===== config.mk =====
export PLATFORM = sky130hd
export DESIGN_NAME = rwz_ctrl
export DESIGN_NICKNAME = d
export VERILOG_FILES = /design/src/hw/rtl/rwz_pkg.sv /design/src/hw/rtl/rwz_ctrl.sv
export SDC_FILE = /design/constraint.sdc
export NUM_CORES = 1
export LEC_CHECK = 0
export BUFFER_PORTS_ARGS = -buffer_cell sky130_fd_sc_hd__buf_4
export CORE_MARGIN = 2
export CORE_UTILIZATION = 25
export CTS_BUF_LIST = sky130_fd_sc_hd__clkbuf_8 sky130_fd_sc_hd__clkbuf_16
export DETAILED_ROUTE_END_ITERATION = 6
export PLACE_DENSITY = 0.57
export SETUP_SLACK_MARGIN = 0.3
export SKIP_LAST_GASP = 1
export SYNTH_ARGS = -nofsm -noshare
export SYNTH_HDL_FRONTEND = slang
export SYNTH_SLANG_ARGS = --single-unit

===== constraint.sdc =====
create_clock -name clk -period 3.6 [get_ports clk]
set_clock_uncertainty 0.1 [all_clocks]
set_input_delay 0 -clock clk [delete_from_list [all_inputs] [get_ports clk]]
set_output_delay 0 -clock clk [all_outputs]
set_load 0.02 [all_outputs]

===== src/hw/rtl/rwz_pkg.sv =====
// Shared types and constants for the rolling window z-normalisation block.
// No dependencies; used by the top level, controller, datapath and checker by scoped names.
`default_nettype none

package rwz_pkg;

  // configuration port
  localparam int CFG_IDX_W  = 2;
  localparam int CFG_DATA_W = 7;
  localparam logic [CFG_IDX_W-1:0] REG_WINDOW   = 2'd0;
  localparam logic [CFG_IDX_W-1:0] REG_BACKFILL = 2'd1;
  localparam logic [CFG_DATA_W-1:0] WINDOW_RESET = 7'd16;

  // result fields
  localparam int ZS_W     = 16;
  localparam int MEAN_W   = 24;
  localparam int SD_OUT_W = 23;
  localparam int M_DATA_W = 64;
  localparam int M_USER_W = 2;

  localparam logic signed [63:0] MEAN_MAX = 64'sd8388607;
  localparam logic signed [63:0] MEAN_MIN = -64'sd8388608;
  localparam logic [63:0] SD_MAX = 64'd8388607;
  localparam logic [63:0] Z_POS_MAX = 64'd32767;
  localparam logic [63:0] Z_NEG_MAX = 64'd32768;
  localparam logic [ZS_W-1:0] Z_SAT_POS = 16'h7fff;
  localparam logic [ZS_W-1:0] Z_SAT_NEG = 16'h8000;

  typedef enum logic [3:0] {
    ST_IDLE,
    ST_READ,
    ST_UPD,
    ST_MUL,
    ST_NUM,
    ST_MDIV,
    ST_VDIV,
    ST_SQRT,
    ST_ZDIV,
    ST_OUT,
    ST_BLANK
  } state_t;

  typedef struct packed {
    logic take;
    logic rd;
    logic upd;
    logic mul;
    logic div_mean;
    logic div_var;
    logic sqrt_go;
    logic div_z;
    logic load_res;
    logic load_blank;
  } cmd_t;

  typedef struct packed {
    logic filling;
    logic backfill;
    logic div_done;
    logic sqrt_done;
    logic out_free;
  } sts_t;

endpackage

`default_nettype wire


===== src/hw/rtl/rwz_ctrl.sv =====
// Sequencing state machine: steps one sample through update and, once the window
// is full, the mean / variance / root / z-score stages. Depends on rwz_pkg.
`default_nettype none

module rwz_ctrl (
  input  logic          clk,
  input  logic          rst,
  input  logic          s_tvalid,
  output logic          s_tready,
  input  rwz_pkg::sts_t sts,
  output rwz_pkg::cmd_t cmd
);

  rwz_pkg::state_t state;
  rwz_pkg::state_t state_next;

  always_ff @(posedge clk) begin
    if (rst) begin
      state <= rwz_pkg::ST_IDLE;
    end else begin
      state <= state_next;
    end
  end

  always_comb begin
    state_next = state;
    case (state)
      rwz_pkg::ST_IDLE:  if (s_tvalid) state_next = rwz_pkg::ST_READ;
      rwz_pkg::ST_READ:  state_next = rwz_pkg::ST_UPD;
      rwz_pkg::ST_UPD:   state_next = rwz_pkg::ST_MUL;
      rwz_pkg::ST_MUL: begin
        if (sts.filling) begin
          state_next = sts.backfill ? rwz_pkg::ST_IDLE : rwz_pkg::ST_BLANK;
        end else begin
          state_next = rwz_pkg::ST_NUM;
        end
      end
      rwz_pkg::ST_NUM:   state_next = rwz_pkg::ST_MDIV;
      rwz_pkg::ST_MDIV:  if (sts.div_done) state_next = rwz_pkg::ST_VDIV;
      rwz_pkg::ST_VDIV:  if (sts.div_done) state_next = rwz_pkg::ST_SQRT;
      rwz_pkg::ST_SQRT:  if (sts.sqrt_done) state_next = rwz_pkg::ST_ZDIV;
      rwz_pkg::ST_ZDIV:  if (sts.div_done) state_next = rwz_pkg::ST_OUT;
      rwz_pkg::ST_OUT:   if (sts.out_free) state_next = rwz_pkg::ST_IDLE;
      rwz_pkg::ST_BLANK: if (sts.out_free) state_next = rwz_pkg::ST_IDLE;
      default:           state_next = rwz_pkg::ST_IDLE;
    endcase
  end

  always_comb begin
    cmd      = '0;
    s_tready = 1'b0;
    case (state)
      rwz_pkg::ST_IDLE: begin
        s_tready = 1'b1;
        cmd.take = s_tvalid;
      end
      rwz_pkg::ST_READ:  cmd.rd = 1'b1;
      rwz_pkg::ST_UPD:   cmd.upd = 1'b1;
      rwz_pkg::ST_MUL:   cmd.mul = 1'b1;
      rwz_pkg::ST_NUM:   cmd.div_mean = 1'b1;
      rwz_pkg::ST_MDIV:  cmd.div_var = sts.div_done;
      rwz_pkg::ST_VDIV:  cmd.sqrt_go = sts.div_done;
      rwz_pkg::ST_SQRT:  cmd.div_z = sts.sqrt_done;
      rwz_pkg::ST_OUT:   cmd.load_res = sts.out_free;
      rwz_pkg::ST_BLANK: cmd.load_blank = sts.out_free;
      default: ;
    endcase
  end

endmodule

`default_nettype wire


## After elaboration in Yosys (flattened, before gate mapping)

Cells that the tools add are included.

- Input bits: 8
- Output and inout port bits: 11
- ROM bits: 0
- Bits in writable memories: 0
- Bits in registers: 4
- Memories kept: 0
- Bits in latches: 0

- Muxes and demuxes: 20
- Add/subtract/negate cells: 0
- Multipliers: 0
- Order comparisons: 0
- Eq/ne operators: 16
- Reduce and logical (&&, ||, !) cells: 3
- Divide/modulo/power cells: 0
- Bitwise gates (word level): 0
- Shift operators: 0

Operators with widths:

| cell | number |
|---|---|
| 4-bit case mux with 10 select lines | 1 |
| 4-bit 2-to-1 mux | 8 |
| 4-bit by 3-bit equality test with 1-bit output (second input constant) | 4 |
| 4-bit equality test (second input constant) | 3 |
| 1-bit 2-to-1 mux | 11 |
| 2-bit inequality test (second input constant) | 5 |
| 4-bit by 2-bit equality test with 1-bit output (second input constant) | 2 |
| 6-bit AND reduction | 1 |
| 4-bit by 1-bit equality test with 1-bit output (second input constant) | 1 |
| 4-bit zero test | 1 |
| 2-bit by 1-bit inequality test with 1-bit output (second input constant) | 1 |
| 2-bit OR reduction | 1 |

## Longest topological paths before layout

- Depth in word-level cells: 4
- Mapped depth: 5

## Worst setup path after synthesis

Ideal clock, no wire load.

- Kind: register -> output
- Start point: register state[2]
- End point: output port cmd[9] in the netlist's numbering
- Data arrival time: 1.631 ns
- Setup slack: 1.869 ns
- Path buffers: 1
- Data required time: 3.500 ns
- Stages on the path, launching flop included: 4
- Cells stage by stage: dfxtp_1 > clkbuf_1 > nor4_1 > and2_1

RTL lines:

| item | RTL line | source |
|---|---|---|
| start: declaration | rwz_ctrl.sv:14 | `rwz_pkg::state_t state;` |
| start signal: assignment | rwz_ctrl.sv:19 | `state <= rwz_pkg::ST_IDLE;` |
| start signal: assignment | rwz_ctrl.sv:21 | `state <= state_next;` |
| end: declaration | rwz_ctrl.sv:11 | `output rwz_pkg::cmd_t cmd` |

## Final worst setup path

- Start point: register state[3]
- End point: register state[3]

- Longest elaborated chain between the ends: 4

Ends and longest elaborated chain:

| item | RTL line | source |
|---|---|---|
| 4-bit equality test | rwz_ctrl.sv:27 | `case (state)` |
| 2-bit OR reduction (no line) | - |  |
| 2-bit by 1-bit inequality test with 1-bit output (no line) | - |  |
| 6-bit AND reduction (no line) | - |  |

Parallel ways exist; a longest one is shown, timed or not.
A chain may end at the register's enable or synchronous reset.

==> results by group <==
Run status
  – Outcome: finished clean

Floorplan
  – Initial Utilization: 0.274
  – Die Y: 45.4 um
  – Io pins: 19
  – Die width: 45.4 um
  – Num rows: 14
  – Area of the core: 0.00156 mm2
  – Die ar.: 0.00206 mm2

Synthesis
  – Synth area leaders: dfxtp_1 (19%), nor2_1 (7.0%), nand2b_1 (5.8%)
  – Largest area contributor in the synthesized netlist: dfxtp_1
  – Area share of the largest cell type after synthesis: 0.187
  – Register area share after synthesis: 0.187
  – Synthesized net count: 67
  – Mapped Area: 428 um2
  – #FFs+latches synth: 4
  – Primary flip-flop cell chosen by synthesis mapping: dfxtp_1
  – Synth Instances: 59
  – Post-synth ARST share: 0
  – Synthesized area per cell: 7.25 um2
  – YS warnings: 0
  – Synth cell types: 31
  – EDFF count, synth: 0

STA
  – Final period util: 0.538
  – Final setup violation count: 0
  – RSZ-0062 raised after global routing: false
  – Pins over their slew limit: 0
  – Max Clk Rate: 516 MHz
  – Final hold viol count: 0
  – Sum Neg Setup Slack: 0 ns
  – Hold_ws: 0.125 ns
  – Slew HR: 0.635
  – Actual slew at the worst max-slew pin: 0.546 ns
  – Min cycle time layout: 1.94 ns

Clocking
  – Clock sinks: 4
  – Clock buffer depth: 2
  – Num CTS Buffers: 3
  – # hold bufs at CTS: 1
  – CTS resizes: 0
  – Root Buffer: clkbuf_8
  – Clk_lat worst skew: 0.21 ns
  – Clock transition at path regs: 0.03 ns
  – CTS tree: built
  – Post-CTS Setup Bufs: 0
  – H-tree depth: 1

Routing
  – Via count: 512
  – DRC errors left: 0
  – Post-DR vias/cell: 5.51
  – Starting DRT DRC Count: 6
  – Drt total wl: 1.14 mm
  – Drt first pass iters: 4
  – Antenna viol nets, final: 0
  – Post-DR wirelength/cell: 12.2 um

GRT
  – Largest net degree at the start of global routing: 17
  – First-pass GRT wire length: 1.76 mm
  – Grt total ovfl: 0
  – Initial antenna violation count: 0
  – Vias in the first global route: 410
  – All-Layer GR Usage: 0.117

Worst setup path
  – Critical-path maximum fanout: 14
  – Crit path max-delay cell type: dfxtp_1
  – Setup Crit Path Kind: reg -> reg
  – CP peak stage delay: 0.60 ns
  – Cell Chain, Critical Path: or4b_1 -> a31oi_1 -> a21oi_2 -> mux2_4
  – CP arrival: 1.93 ns
  – WP data required: 3.60 ns
  – CP Launch Type: register
  – CP Capture Type: register

Cells and area
  – Post-route insts no fill: 93
  – Layout cells sized above 1: 0.351
  – Largest regs: state x4
  – Most common cell after layout, fill and taps aside: buf_4
  – Number of flip-flops in the largest register: 4
  – Nets@finish: 87
  – ANT cells: 0
  – Biggest register: state
  – Area growth, synth to finish: 43.0%
  – Commonest non-fill, non-tap cells in the layout: buf_4 (18), nor2_1 (8), nand2_1 (5)

Worst hold path
  – Min-delay worst type: in -> reg

Placed design
  – Placed insts: 89
  – PortBufs: 18
  – GP Congestion: 0.801
  – DP HPWL: 804 um

Flow run
  – Max Cap Viol: 0

Power
  – Maximum VDD drop: 0.129 mV
  – Leak: 0.240 nW
  – Pwr dens: 529 mW/mm2
  – Pwr Total: 0.000323 W
[synth_stat cells, drive strengths merged (2+ instances only)]
| cell | number |
|---|---|
| nor3 | 4 |
| a21o | 2 |
| nor2 | 8 |
| buf | 3 |
| inv | 3 |
| dfxtp | 4 |
| nand2b | 4 |
| nor4 | 3 |
| a21oi | 3 |
| nand4bb | 2 |
| nand2 | 5 |
| o21ai | 2 |
[worst paths after layout]
path,startpoint,endpoint,slack [ns],cells after the start
worst min register to register,state[1]$_SDFFE_PP0P_,state[1]$_SDFFE_PP0P_,0.58,2
worst min-delay path,sts[4],state[2]$_SDFFE_PP0P_,0.12,4
worst max register to register,state[3]$_SDFFE_PP0P_,state[3]$_SDFFE_PP0P_,1.66,4
worst max-delay path,state[3]$_SDFFE_PP0P_,state[3]$_SDFFE_PP0P_,1.66,4
[power by group]
part | switching [W] | total [W] | internal (W)
Combinational | 0.0000751 | 0.000144 | 0.0000693
Sequential | 0.0000335 | 0.0000869 | 0.0000534
Clock | 0.0000210 | 0.0000921 | 0.0000711
Total | 0.000130 | 0.000323 | 0.000194
[critical path: cells and delay by family, from the launching register on]
| kind | cells | cell delay, ns |
|---|---|---|
| compound gates | 2 | 0.28 |
| flops | 1 | 0.60 |
| mux | 1 | 0.31 |
| simple gates | 1 | 0.53 |
[area by class of cell]
class,instances,area (um2)
inverters,3,11.3
repair buffers,19,145
flip-flops and latches,4,80.1
multi-input cells,48,314
clock buffers,3,41.3
fillers,156,947
well taps,16,20.0
[routing by layer]
layer | routed length (um) | share of wire | track usage | vias up
met2 | 542 | 0.48 | 0.169 | 11
met3 | 44 | 0.039 | 0.0119 | 0
met1 | 552 | 0.48 | 0.166 | 248
li1 | - | - | - | 253
met4 | 0 | 0 | 0.0706 | 0
met5 | 0 | 0 | 0 | -
[cell families (layout without fill, tap and decap cells)]
kind of cell,Yosys count,in the layout,share of synthesized area
simple gates,31,31,0.398
compound gates,14,14,0.257
buf+inv,7,25,0.0789
flops,4,4,0.187
mux,2,2,0.0585
xor+xnor,1,1,0.0205
[per-stage QoR]
stage,area (um2),util,setup slack (ns)
after global routing,612,0.392,1.59
after detailed placement,561,0.360,1.71
after floorplan,428,-,1.87
final,612,0.392,1.66
after CTS,612,0.392,1.67
after global placement,561,0.360,1.70
Power figures use the tool's default switching activity.
